--- config.mk ---
export PLATFORM = sky130hd
export DESIGN_NAME = at_response_line_and_ipd_deframer_unit
export DESIGN_NICKNAME = d
export VERILOG_FILES = /design/src/atrd_pkg.sv /design/src/atrd_front.sv /design/src/atrd_back.sv /design/src/at_response_line_and_ipd_deframer_unit.sv
export SDC_FILE = /design/constraint.sdc
export NUM_CORES = 2
export LEC_CHECK = 0
export ABC_AREA = 1
export ABC_CLOCK_PERIOD_IN_PS = 7500
export BUFFER_PORTS_ARGS = -buffer_cell sky130_fd_sc_hd__buf_4
export CORE_AREA = 3 3 245 247
export CTS_BUF_LIST = sky130_fd_sc_hd__clkbuf_16
export DETAILED_ROUTE_END_ITERATION = 16
export DIE_AREA = 0 0 248 250
export PLACE_DENSITY = 0.76
export SYNTH_ARGS = -nofsm -noshare
export SYNTH_HDL_FRONTEND = slang
export SYNTH_HIERARCHICAL = 1
export SYNTH_SLANG_ARGS = --single-unit
--- constraint.sdc ---
create_clock -name clk -period 7.5 [get_ports clk]
set_clock_uncertainty 0.2 [all_clocks]
set_input_delay 0.75 -clock clk [delete_from_list [all_inputs] [get_ports clk]]
set_output_delay 0.75 -clock clk [all_outputs]
set_load 0.01 [all_outputs]
--- src/atrd_pkg.sv ---
// shared types and constants for the at response deframer
package atrd_pkg;
  localparam logic [1:0] ACT_BYTE  = 2'd0;
  localparam logic [1:0] ACT_CMD   = 2'd1;
  localparam logic [1:0] ACT_ABORT = 2'd2;
  localparam logic [1:0] ACT_DRAIN = 2'd3;

  localparam logic [4:0] EV_PAYLOAD  = 5'd0;
  localparam logic [4:0] EV_READY    = 5'd1;
  localparam logic [4:0] EV_WCONN    = 5'd2;
  localparam logic [4:0] EV_WGOT     = 5'd3;
  localparam logic [4:0] EV_WLOST    = 5'd4;
  localparam logic [4:0] EV_MCONN    = 5'd5;
  localparam logic [4:0] EV_MDISC    = 5'd6;
  localparam logic [4:0] EV_PUBOK    = 5'd7;
  localparam logic [4:0] EV_PUBFAIL  = 5'd8;
  localparam logic [4:0] EV_MSG      = 5'd9;
  localparam logic [4:0] EV_HTTP     = 5'd10;
  localparam logic [4:0] EV_JOINERR  = 5'd11;
  localparam logic [4:0] EV_DEVERR   = 5'd12;
  localparam logic [4:0] EV_BUSY     = 5'd13;
  localparam logic [4:0] EV_PROMPT   = 5'd14;
  localparam logic [4:0] EV_OK       = 5'd15;
  localparam logic [4:0] EV_ERROR    = 5'd16;
  localparam logic [4:0] EV_LINE     = 5'd17;

  localparam int NPAT = 20;
  localparam int P_READY = 0, P_WIFI = 1, P_WCONN = 2, P_WGOT = 3, P_WDISC = 4;
  localparam int P_MQTT = 5, P_MCONN = 6, P_MDISC = 7, P_PUBOK = 8, P_PUBFAIL = 9;
  localparam int P_SUBRECV = 10, P_HTTP = 11, P_CWJAP = 12, P_ERRC = 13, P_BUSY = 14;
  localparam int P_PROMPT = 15, P_OK = 16, P_ERROR = 17, P_FAIL = 18, P_IPD = 19;

  typedef struct packed {
    logic [1:0] action;
    logic [7:0] rx_byte;
  } req_t;

  typedef struct packed {
    logic [4:0]  event_res;
    logic [31:0] value;
    logic [15:0] message_length;
    logic [7:0]  payload_byte;
    logic        last_of_frame;
    logic        frame_dropped;
    logic [2:0]  wifi_status;
    logic        mqtt_up;
    logic        command_busy;
  } res_t;

  typedef struct packed {
    logic [31:0] mag;
    logic [2:0]  phase;
    logic        neg;
    logic        over;
  } num_t;

  localparam logic [2:0] PH_LEAD = 3'd0, PH_SIGN = 3'd1, PH_DIG = 3'd2, PH_DONE = 3'd3,
                         PH_ZERO = 3'd4, PH_HEX = 3'd5;

  function automatic logic [4:0] pat_len(input int i);
    logic [4:0] l;
    unique case (i)
      0: l = 5; 1: l = 5; 2: l = 14; 3: l = 11; 4: l = 15; 5: l = 5; 6: l = 14;
      7: l = 17; 8: l = 11; 9: l = 13; 10: l = 12; 11: l = 11; 12: l = 7; 13: l = 9;
      14: l = 6; 15: l = 1; 16: l = 2; 17: l = 5; 18: l = 4; default: l = 4;
    endcase
    return l;
  endfunction

  function automatic logic [7:0] pat_chr(input int i, input logic [4:0] p);
    logic [8*17-1:0] s;
    logic [4:0] l;
    unique case (i)
      0: s = {"ready", 96'd0};
      1: s = {"WIFI ", 96'd0};
      2: s = {"WIFI CONNECTED", 24'd0};
      3: s = {"WIFI GOT IP", 48'd0};
      4: s = {"WIFI DISCONNECT", 16'd0};
      5: s = {"+MQTT", 96'd0};
      6: s = {"+MQTTCONNECTED", 24'd0};
      7: s = "+MQTTDISCONNECTED";
      8: s = {"+MQTTPUB:OK", 48'd0};
      9: s = {"+MQTTPUB:FAIL", 32'd0};
      10: s = {"+MQTTSUBRECV", 40'd0};
      11: s = {"+HTTPCLIENT", 48'd0};
      12: s = {"+CWJAP:", 80'd0};
      13: s = {"ERR CODE:", 64'd0};
      14: s = {"busy p", 88'd0};
      15: s = {">", 128'd0};
      16: s = {"OK", 120'd0};
      17: s = {"ERROR", 96'd0};
      18: s = {"FAIL", 104'd0};
      default: s = {"+IPD", 104'd0};
    endcase
    l = pat_len(i);
    if (p >= l) return 8'd0;
    return s[8*(16 - 32'(p)) +: 8];
  endfunction

  function automatic logic is_space(input logic [7:0] c);
    return c == 8'h20 || (c >= 8'h09 && c <= 8'h0d);
  endfunction

  function automatic num_t num_acc(input num_t n, input logic [3:0] d, input logic hex);
    num_t r;
    logic [35:0] prod;
    r = n;
    if (!n.over) begin
      prod = hex ? ({4'd0, n.mag} << 4) : ({4'd0, n.mag} * 36'd10);
      prod = prod + 36'(d);
      if (prod[35:32] != 4'd0) r.over = 1'b1;
      else r.mag = prod[31:0];
    end
    return r;
  endfunction

  function automatic num_t num_feed(input num_t n, input logic [7:0] c, input logic hex);
    num_t r;
    logic dv;
    logic [3:0] d;
    logic [2:0] ph;
    r = n;
    dv = 1'b0;
    d = 4'd0;
    if (c >= "0" && c <= "9") begin
      dv = 1'b1; d = 4'(c - "0");
    end else if (hex && c >= "a" && c <= "f") begin
      dv = 1'b1; d = 4'(c - "a" + 8'd10);
    end else if (hex && c >= "A" && c <= "F") begin
      dv = 1'b1; d = 4'(c - "A" + 8'd10);
    end
    ph = n.phase;
    if (ph == PH_LEAD) begin
      if (is_space(c)) return r;
      if (c == "+" || c == "-") begin
        r.neg = (c == "-");
        r.phase = PH_SIGN;
        return r;
      end
      ph = PH_SIGN;
    end
    r.phase = ph;
    priority case (ph)
      PH_SIGN: begin
        if (hex && c == "0") r.phase = PH_ZERO;
        else if (dv) begin r = num_acc(r, d, hex); r.phase = PH_DIG; end
        else r.phase = PH_DONE;
      end
      PH_DIG, PH_HEX: begin
        if (dv) begin r = num_acc(r, d, hex); r.phase = PH_DIG; end
        else r.phase = PH_DONE;
      end
      PH_ZERO: begin
        if (c == "x" || c == "X") r.phase = PH_HEX;
        else if (dv) begin r = num_acc(r, d, hex); r.phase = PH_DIG; end
        else r.phase = PH_DONE;
      end
      default: ;
    endcase
    return r;
  endfunction

  function automatic logic [31:0] num_dec(input num_t n);
    logic [31:0] lim;
    lim = n.neg ? 32'h8000_0000 : 32'h7fff_ffff;
    if (n.over || n.mag > lim) return lim;
    return n.neg ? (32'd0 - n.mag) : n.mag;
  endfunction

  function automatic logic [31:0] num_hex(input num_t n);
    if (n.over) return 32'hffff_ffff;
    return n.neg ? (32'd0 - n.mag) : n.mag;
  endfunction
endpackage

--- src/atrd_front.sv ---
// front end: accepts requests and registers them into the queue
`default_nettype none
module atrd_front import atrd_pkg::*; (
  input  wire logic       clk,
  input  wire logic       rst,
  input  wire logic       in_valid,
  output logic            in_ready,
  input  wire logic [1:0] action,
  input  wire logic [7:0] rx_byte,
  output logic            q_valid,
  output req_t            q_data,
  input  wire logic       q_ready
);
  req_t mem [2];
  logic wp, rp;
  logic [1:0] cnt;

  assign in_ready = cnt != 2'd2;
  assign q_valid  = cnt != 2'd0;
  assign q_data   = mem[rp];

  always_ff @(posedge clk) begin
    if (in_valid && in_ready) mem[wp] <= '{action: action, rx_byte: rx_byte};
    if (rst) begin
      wp <= 1'b0; rp <= 1'b0; cnt <= 2'd0;
    end else begin
      if (in_valid && in_ready) wp <= ~wp;
      if (q_valid && q_ready) rp <= ~rp;
      cnt <= cnt + 2'(in_valid && in_ready) - 2'(q_valid && q_ready);
    end
  end
endmodule
`default_nettype wire

--- src/atrd_back.sv ---
// back end: line parser, frame deframer and result register
`default_nettype none
module atrd_back import atrd_pkg::*; #(
  parameter int LINE_BYTES = 128,
  parameter int FRAME_BUFFER_BYTES = 2048,
  parameter int HEADER_BYTES = 24
) (
  input  wire logic clk,
  input  wire logic rst,
  input  wire logic q_valid,
  input  wire req_t q_data,
  output logic      q_ready,
  output logic      out_valid,
  output res_t      out_data,
  input  wire logic out_ready
);
  localparam int LW = $clog2(LINE_BYTES + 1);
  localparam int FW = $clog2(FRAME_BUFFER_BYTES + 1);
  localparam int HW = $clog2(HEADER_BYTES + 1);
  localparam int HL = (HEADER_BYTES - 1 < LINE_BYTES - 1) ? HEADER_BYTES - 1 : LINE_BYTES - 1;
  localparam logic [1:0] MODE_LINE = 2'd0, MODE_HEADER = 2'd1, MODE_BODY = 2'd2;

  logic [1:0] parse_mode, parse_mode_next;
  logic [LW-1:0] line_count, line_count_next, trim_len, trim_len_next;
  logic [NPAT-1:0] prefix_alive, prefix_alive_next;
  num_t number_accum, number_accum_next, comma_num, comma_num_next;
  logic [15:0] cv0, cv0_next, body_remaining, body_remaining_next;
  logic [1:0] comma_count, comma_count_next;
  logic [FW-1:0] buffer_fill, buffer_fill_next;
  logic discard_body, discard_body_next, key_on, key_on_next, key_hex, key_hex_next;
  logic hdr_comma, hdr_comma_next;
  logic [HW-1:0] hdr_count, hdr_count_next;
  logic [2:0] link_state, link_state_next;
  logic broker_up, broker_up_next, awaiting, awaiting_next;

  logic fire, emit;
  res_t res;
  logic [4:0] ev;
  logic [31:0] val;
  logic [15:0] msg;
  logic [7:0] pb;
  logic last, drop;

  assign q_ready = !out_valid || out_ready;
  assign fire = q_valid && q_ready;

  function automatic logic hasp(input logic [NPAT-1:0] a, input logic [LW-1:0] t,
                                input int i);
    return a[i] && (32'(t) >= 32'(pat_len(i)));
  endfunction
  function automatic logic samep(input logic [NPAT-1:0] a, input logic [LW-1:0] t,
                                 input int i);
    return a[i] && (32'(t) == 32'(pat_len(i)));
  endfunction

  always_comb begin
    logic [7:0] c;
    logic [31:0] kv, len, cdec;
    logic [15:0] ml;
    logic [LW-1:0] pos;
    logic [NPAT-1:0] a;
    logic [LW-1:0] t;
    logic finish, bodyline;
    logic [16:0] fsum;
    c = q_data.rx_byte;
    parse_mode_next = parse_mode; line_count_next = line_count; trim_len_next = trim_len;
    prefix_alive_next = prefix_alive; number_accum_next = number_accum;
    comma_num_next = comma_num; cv0_next = cv0; comma_count_next = comma_count;
    body_remaining_next = body_remaining; buffer_fill_next = buffer_fill;
    discard_body_next = discard_body; key_on_next = key_on; key_hex_next = key_hex;
    hdr_comma_next = hdr_comma; hdr_count_next = hdr_count;
    link_state_next = link_state; broker_up_next = broker_up; awaiting_next = awaiting;
    emit = 1'b0; ev = EV_PAYLOAD; val = '0; msg = '0; pb = '0; last = 1'b0; drop = 1'b0;
    finish = 1'b0; bodyline = 1'b0;
    pos = line_count; a = prefix_alive; t = trim_len;
    kv = key_on ? (key_hex ? num_hex(number_accum) : num_dec(number_accum)) : 32'd0;
    ml = (comma_count >= 2'd2) ? cv0 : 16'd0;
    len = num_dec(number_accum);
    cdec = num_dec(comma_num);
    fsum = 17'(buffer_fill) + 17'(len[15:0]);
    unique case (q_data.action)
      ACT_CMD: awaiting_next = 1'b1;
      ACT_ABORT: awaiting_next = 1'b0;
      ACT_DRAIN: buffer_fill_next = '0;
      default: begin
        if (parse_mode == MODE_HEADER) begin
          hdr_count_next = hdr_count + 1'b1;
          if (c == ":") begin
            parse_mode_next = MODE_LINE;
            line_count_next = '0; trim_len_next = '0; prefix_alive_next = '1;
            number_accum_next = '0; key_on_next = 1'b0; key_hex_next = 1'b0;
            comma_num_next = '0; cv0_next = '0; comma_count_next = '0;
            if (!hdr_comma || len < 32'd1 || len > 32'd65535) begin
              emit = 1'b1; drop = 1'b1;
            end else begin
              body_remaining_next = len[15:0];
              discard_body_next = fsum > 17'(FRAME_BUFFER_BYTES);
              parse_mode_next = MODE_BODY;
              if (fsum > 17'(FRAME_BUFFER_BYTES)) begin emit = 1'b1; drop = 1'b1; end
            end
          end else if (32'(hdr_count_next) >= 32'(HEADER_BYTES)) begin
            parse_mode_next = MODE_LINE;
            line_count_next = LW'(HL); trim_len_next = LW'(HL); prefix_alive_next = '0;
            number_accum_next = '0; key_on_next = 1'b0; key_hex_next = 1'b0;
            comma_num_next = '0; cv0_next = '0; comma_count_next = '0;
            emit = 1'b1; drop = 1'b1;
          end else if (c == ",") begin
            hdr_comma_next = 1'b1; number_accum_next = '0;
          end else number_accum_next = num_feed(number_accum, c, 1'b0);
        end else if (parse_mode == MODE_BODY && body_remaining != 16'd0) begin
          body_remaining_next = body_remaining - 16'd1;
          last = body_remaining == 16'd1;
          if (last) parse_mode_next = MODE_LINE;
          if (discard_body) begin
            if (last) discard_body_next = 1'b0;
            last = 1'b0;
          end else begin
            if (32'(buffer_fill) < 32'(FRAME_BUFFER_BYTES)) buffer_fill_next = buffer_fill + 1'b1;
            emit = 1'b1; pb = c;
          end
        end else begin
          bodyline = 1'b1;
        end
      end
    endcase
    if (bodyline) begin
      parse_mode_next = MODE_LINE;
      if (c == 8'h0a || 32'(pos) >= 32'(LINE_BYTES - 1)) finish = 1'b1;
      else begin
        for (int i = 0; i < NPAT; i++)
          if (32'(pos) < 32'(pat_len(i)) && pat_chr(i, pos[4:0]) != c)
            prefix_alive_next[i] = 1'b0;
        if (pos == LW'(3) && prefix_alive_next[P_IPD]) begin
          parse_mode_next = MODE_HEADER;
          hdr_count_next = HW'(4); hdr_comma_next = 1'b0; number_accum_next = '0;
        end else begin
          if (key_on) number_accum_next = num_feed(number_accum, c, key_hex);
          else begin
            priority if (pos == LW'(14) && prefix_alive_next[P_MCONN]) begin
              key_on_next = 1'b1;
              if (c != "=" && c != ":") number_accum_next = num_feed(number_accum, c, 1'b0);
            end else if (pos == LW'(17) && prefix_alive_next[P_MDISC]) begin
              key_on_next = 1'b1;
              if (c != "=" && c != ":") number_accum_next = num_feed(number_accum, c, 1'b0);
            end else if (pos == LW'(12) && prefix_alive_next[P_SUBRECV]) begin
              key_on_next = 1'b1;
              if (c != "=" && c != ":") number_accum_next = num_feed(number_accum, c, 1'b0);
            end else if (pos == LW'(11) && prefix_alive_next[P_HTTP]) begin
              key_on_next = 1'b1;
              if (c != "=" && c != ":") number_accum_next = num_feed(number_accum, c, 1'b0);
            end else if (pos == LW'(6) && prefix_alive_next[P_CWJAP]) begin
              key_on_next = 1'b1;
              if (c != "=" && c != ":") number_accum_next = num_feed(number_accum, c, 1'b0);
            end else if (pos == LW'(8) && prefix_alive_next[P_ERRC]) begin
              key_on_next = 1'b1; key_hex_next = 1'b1;
              if (c != "=" && c != ":") number_accum_next = num_feed(number_accum, c, 1'b1);
            end else begin
            end
          end
          if (c == ",") begin
            cv0_next = cdec[15:0];
            if (comma_count < 2'd2) comma_count_next = comma_count + 2'd1;
            comma_num_next = '0;
          end else comma_num_next = num_feed(comma_num, c, 1'b0);
          if (c != 8'h0d && c != 8'h20) trim_len_next = pos + 1'b1;
          line_count_next = pos + 1'b1;
        end
      end
    end
    if (finish) begin
      line_count_next = '0; trim_len_next = '0; prefix_alive_next = '1;
      number_accum_next = '0; key_on_next = 1'b0; key_hex_next = 1'b0;
      comma_num_next = '0; cv0_next = '0; comma_count_next = '0;
      if (t != '0) begin
        emit = 1'b1;
        priority if (samep(a, t, P_READY)) begin link_state_next = 3'd1; ev = EV_READY; end
        else if (hasp(a, t, P_WIFI)) begin
          priority if (hasp(a, t, P_WCONN)) begin link_state_next = 3'd2; ev = EV_WCONN; end
          else if (hasp(a, t, P_WGOT)) begin link_state_next = 3'd3; ev = EV_WGOT; end
          else if (hasp(a, t, P_WDISC)) begin link_state_next = 3'd4; ev = EV_WLOST; end
          else emit = 1'b0;
        end else if (hasp(a, t, P_MQTT)) begin
          priority if (hasp(a, t, P_MCONN)) begin broker_up_next = 1'b1; ev = EV_MCONN; val = kv; end
          else if (hasp(a, t, P_MDISC)) begin broker_up_next = 1'b0; ev = EV_MDISC; val = kv; end
          else if (hasp(a, t, P_PUBOK)) ev = EV_PUBOK;
          else if (hasp(a, t, P_PUBFAIL)) ev = EV_PUBFAIL;
          else if (hasp(a, t, P_SUBRECV)) begin ev = EV_MSG; val = kv; msg = ml; end
          else emit = 1'b0;
        end else if (hasp(a, t, P_HTTP)) begin ev = EV_HTTP; val = {16'd0, kv[15:0]}; end
        else if (hasp(a, t, P_CWJAP)) begin link_state_next = 3'd4; ev = EV_JOINERR; val = kv; end
        else if (hasp(a, t, P_ERRC)) begin ev = EV_DEVERR; val = kv; end
        else if (hasp(a, t, P_BUSY)) begin
          if (awaiting) begin awaiting_next = 1'b0; ev = EV_BUSY; end
          else emit = 1'b0;
        end else if (hasp(a, t, P_PROMPT)) ev = EV_PROMPT;
        else if (awaiting) begin
          priority if (samep(a, t, P_OK)) begin awaiting_next = 1'b0; ev = EV_OK; end
          else if (samep(a, t, P_ERROR) || samep(a, t, P_FAIL)) begin
            awaiting_next = 1'b0; ev = EV_ERROR;
          end else ev = EV_LINE;
        end else emit = 1'b0;
      end
    end
    res = '{event_res: ev, value: val, message_length: msg, payload_byte: pb,
            last_of_frame: last, frame_dropped: drop, wifi_status: link_state_next,
            mqtt_up: broker_up_next, command_busy: awaiting_next};
  end

  always_ff @(posedge clk) begin
    if (fire && emit) out_data <= res;
    if (rst) begin
      out_valid <= 1'b0;
      parse_mode <= MODE_LINE; line_count <= '0; trim_len <= '0; prefix_alive <= '1;
      number_accum <= '0; comma_num <= '0; cv0 <= '0; comma_count <= '0;
      body_remaining <= '0; buffer_fill <= '0; discard_body <= 1'b0;
      key_on <= 1'b0; key_hex <= 1'b0; hdr_comma <= 1'b0; hdr_count <= '0;
      link_state <= '0; broker_up <= 1'b0; awaiting <= 1'b0;
    end else begin
      if (fire) out_valid <= emit;
      else if (out_ready) out_valid <= 1'b0;
      if (fire) begin
        parse_mode <= parse_mode_next; line_count <= line_count_next;
        trim_len <= trim_len_next; prefix_alive <= prefix_alive_next;
        number_accum <= number_accum_next; comma_num <= comma_num_next;
        cv0 <= cv0_next; comma_count <= comma_count_next;
        body_remaining <= body_remaining_next; buffer_fill <= buffer_fill_next;
        discard_body <= discard_body_next; key_on <= key_on_next; key_hex <= key_hex_next;
        hdr_comma <= hdr_comma_next; hdr_count <= hdr_count_next;
        link_state <= link_state_next; broker_up <= broker_up_next;
        awaiting <= awaiting_next;
      end
    end
  end
endmodule
`default_nettype wire

--- src/at_response_line_and_ipd_deframer_unit.sv ---
// top level of the at response line parser and frame deframer
//  channel | direction | handshake             | payload
//  in      | input     | in_valid / in_ready   | action, rx_byte
//  out     | output    | out_valid / out_ready | event_res .. command_busy
// one request per cycle sustained while the output is not stalled; the parser step sets the rate
// a two-entry queue in the front feeds the parser back end
// each result is registered and appears in the cycle after the parser takes its request
// synchronous reset returns to line mode with all flags cleared
// a stalled output holds the parser while the queue keeps filling
`default_nettype none
module at_response_line_and_ipd_deframer_unit import atrd_pkg::*; #(
  parameter int LINE_BYTES = 128,
  parameter int FRAME_BUFFER_BYTES = 2048,
  parameter int HEADER_BYTES = 24
) (
  input  wire logic        clk,
  input  wire logic        rst,
  input  wire logic        in_valid,
  output logic             in_ready,
  input  wire logic [1:0]  action,
  input  wire logic [7:0]  rx_byte,
  output logic             out_valid,
  input  wire logic        out_ready,
  output logic [4:0]       event_res,
  output logic [31:0]      value,
  output logic [15:0]      message_length,
  output logic [7:0]       payload_byte,
  output logic             last_of_frame,
  output logic             frame_dropped,
  output logic [2:0]       wifi_status,
  output logic             mqtt_up,
  output logic             command_busy
);
  logic q_valid, q_ready;
  req_t q_data;
  res_t r;

  atrd_front u_front (
    .clk, .rst, .in_valid, .in_ready, .action, .rx_byte,
    .q_valid, .q_data, .q_ready
  );

  atrd_back #(
    .LINE_BYTES(LINE_BYTES), .FRAME_BUFFER_BYTES(FRAME_BUFFER_BYTES),
    .HEADER_BYTES(HEADER_BYTES)
  ) u_back (
    .clk, .rst, .q_valid, .q_data, .q_ready, .out_valid, .out_data(r), .out_ready
  );

  assign event_res = r.event_res;
  assign value = r.value;
  assign message_length = r.message_length;
  assign payload_byte = r.payload_byte;
  assign last_of_frame = r.last_of_frame;
  assign frame_dropped = r.frame_dropped;
  assign wifi_status = r.wifi_status;
  assign mqtt_up = r.mqtt_up;
  assign command_busy = r.command_busy;
endmodule
`default_nettype wire

==> reports/metrics.cfg <==
[timing]
timing.hold.ws_ns=0.169
worst_pin_slew_ns=1.14
finalWorstSetupSlack_ns=0.694
timing_hold_violations_final=0
setup_viol=0
tns_ns=0
fmax_mhz=147
grt_setup_unrepaired=no
finalCritPeriodShare_pct=90.7
fin_crit_ns=6.81
drv_slew=0
max_slew_margin_pct=24.2

[yosys]
yosys_warnings=6
ys.flop_type=dfxtp_1
syn_area_sq_um=34100
async_flop_share_pct=0
synth_seq_cells=266
syn_nets=6061
synth_edf_count=88
synth_area_per_cell_sq_um=5.86
yosysSeqAreaShare_pct=18.2
synth_cells=5812
ys_types=72

[die]
row_count=88
ioPinCount=84
fp.coreArea_sq_um=57800
die_w_microns=248
die_height_microns=250
start_util_pct=58.9
die-area_sq_um=62000

[drt]
ant_nets=0
wl_microns=126000
num_vias=40000
wire_per_inst_microns=19.2
remaining_drc_errors=0
via_per_inst=6.09
firstDrtPassIters=14
drt_iter0_drc=4527

[setup_path]
cpPeakStageDelay_ns=0.58
cp_max_fo=22
startpoint_type=register
crit_required_ns=7.76
crit_arrival_ns=7.06
worstSetupPathType=register to register
crit_family=simple AND/OR/NAND/NOR gates
path_buf_inv=7
endpoint_kind=register
cpMaxStageDelayCell=dfxtp_1
rrSetupSlack_ns=0.69

[placement]
dp.cells=6502
dp_slack_ns=0.743
dpl.hpwl_microns=91600
io_buffers=83
place.gp.congestion=1.02

[clock_tree]
post_cts_buffers=0
cts_buffers=35
clkTransAtPathRegs_ns=0.06
htree_levels=2
clock_path_buffers=3
cts.sinks=266
clk_latency_ns=0.58
cts-hold-fix-buffers=0
cts_resized=0
root_buffer=clkbuf_16
cts_tree=built

[power_and_ir_drop]
switchingPower_mw=10.0
vdd_drop_max_uv=286
p_int_mw=6.53
power_leakage_nw=17.4
power.density_nw_per_um2=454
pwr-share-comb_pct=76.7
seqPwrFrac_pct=13.1
clock_power_share_pct=10.2
switching_share_pct=60.5

[cells_and_area]
syn2layout_area_growth_pct=7.12
finalNonFillerCells=6566
fin_nets=6023
regArea_sq_um=6210
final_common_cell=nand2_1
final_cell_mix=nand2_1 (1538), nor2_1 (663), inv_1 (613)
diodes=0
drive_gt1_share_pct=6.65
fill_cells=5798
multi_input_area_sq_um=24400

[global_route]
grt_max_degree=88
grt_use_total_pct=39.4
antenna_found_initial=0
grt_pass1_vias=36300
grt_pass1_wl_microns=198000
grt-ovfl-total=0

[min_path]
min-delay-start=action[0]
hp-class=input port to register

[status]
status=finished, final reports clean

[job]
cap_violations=0

[final timing paths]
check                                               end  depth (start not counted)
worst min-delay path                  u_front/mem[0][8]                          1
worst max register to register  u_back/number_accum[27]                         34
worst min register to register       u_back/trim_len[5]                          2
worst max-delay path            u_back/number_accum[27]                         34
[worst reg2reg max path, delay by kind of cell (launching register included)]
family                     cells  cell delay (ns)
AOI/OAI and AO/OA              3             0.27
adders and majority gates      1             0.46
buffers and inverters          7             1.50
DFF                            1             0.58
muxes                          1             0.44
and+or+nand+nor               22             3.25
[Yosys cell counts (all sizes together), types with 6 or more instances]
cell     instances  area share, %
a211oi          29           0.64
a21boi           8           0.19
a21oi          452            6.7
a221oi          30           0.77
a31oi           41           0.75
buf             75            1.2
clkbuf         178            2.0
clkinv          21           0.24
dfxtp          178             10
edfxtp          88            7.8
fa               6           0.35
ha             229            8.4
inv            640            7.1
mux2            10           0.44
nand2         1565             17
nand3          459            6.9
nand3b          20           0.48
nand4           93            1.7
nor2           694            7.9
nor3            89            1.4
nor3b           13           0.29
nor4            30           0.57
o2111ai          8           0.21
o211ai          34           0.75
o21a            36           0.79
o21ai          475            7.0
o21bai          11           0.24
o22ai           13           0.24
o31ai           10           0.22
or2             24           0.45
xnor2           30           0.77
xor2           188            4.8
[cell families after synthesis]
kind of cell	synth area share, %
AND/OR/NAND/NOR	37.4
AO/OA/AOI/OAI	19.2
buffers and inverters	10.4
flip-flops	18.2
adder cells (fa/ha/maj)	8.76
XOR/XNOR	5.60
multiplexers	0.441
[metal layers]
| layer | global-route usage (%) | wire length, microns | up-vias |
|---|---|---|---|
| li1 | - | - | 19200 |
| met1 | 52.1 | 51300 | 17900 |
| met2 | 61.6 | 54000 | 2343 |
| met3 | 6.98 | 13600 | 511 |
| met4 | 19.7 | 7310 | 0 |
| met5 | 0 | 0 | - |
[layout make-up]
cell class / instances / share of cell area (%)
Multi-Input combinational cell: 4632 / 66.7
Sequential cell: 266 / 17.0
Inverter: 661 / 6.82
Timing Repair Buffer: 178 / 3.73
Tap cell: 765 / 2.62
Clock buffer: 35 / 2.40
Clock inverter: 29 / 0.692
[through the flow]
stage | instance area [sq um] | util (%) | total power, mW
after floorplan | 34100 | - | 11.1
after global placement | 35400 | 61.2 | 14.4
after detailed placement | 35400 | 61.2 | 14.4
after CTS | 36500 | 63.1 | 16.1
after global routing | 36500 | 63.1 | 17.9
final | 36500 | 63.1 | 16.6
[power by group through the flow]
stage	combinational [mW]	sequential, mW	clock, mW
floorplan	8.97	2.11	0
global placement	12.2	2.17	0
detailed placement	12.2	2.17	0
CTS	12.3	2.15	1.70
global route	14.0	2.19	1.75
finish	12.7	2.16	1.69
[sequential cells by signal, summed over array words and instances (netlist names), 3 cells and up, named ones only]
signal / cells
u_back/out_data: 68
u_back/comma_num: 37
u_back/number_accum: 37
u_back/prefix_alive: 20
u_front/mem: 20
u_back/body_remaining: 16
u_back/cv0: 16
u_back/buffer_fill: 12
u_back/line_count: 8
u_back/trim_len: 8
u_back/hdr_count: 5
u_back/link_state: 3
Power figures use the tool's default switching activity.
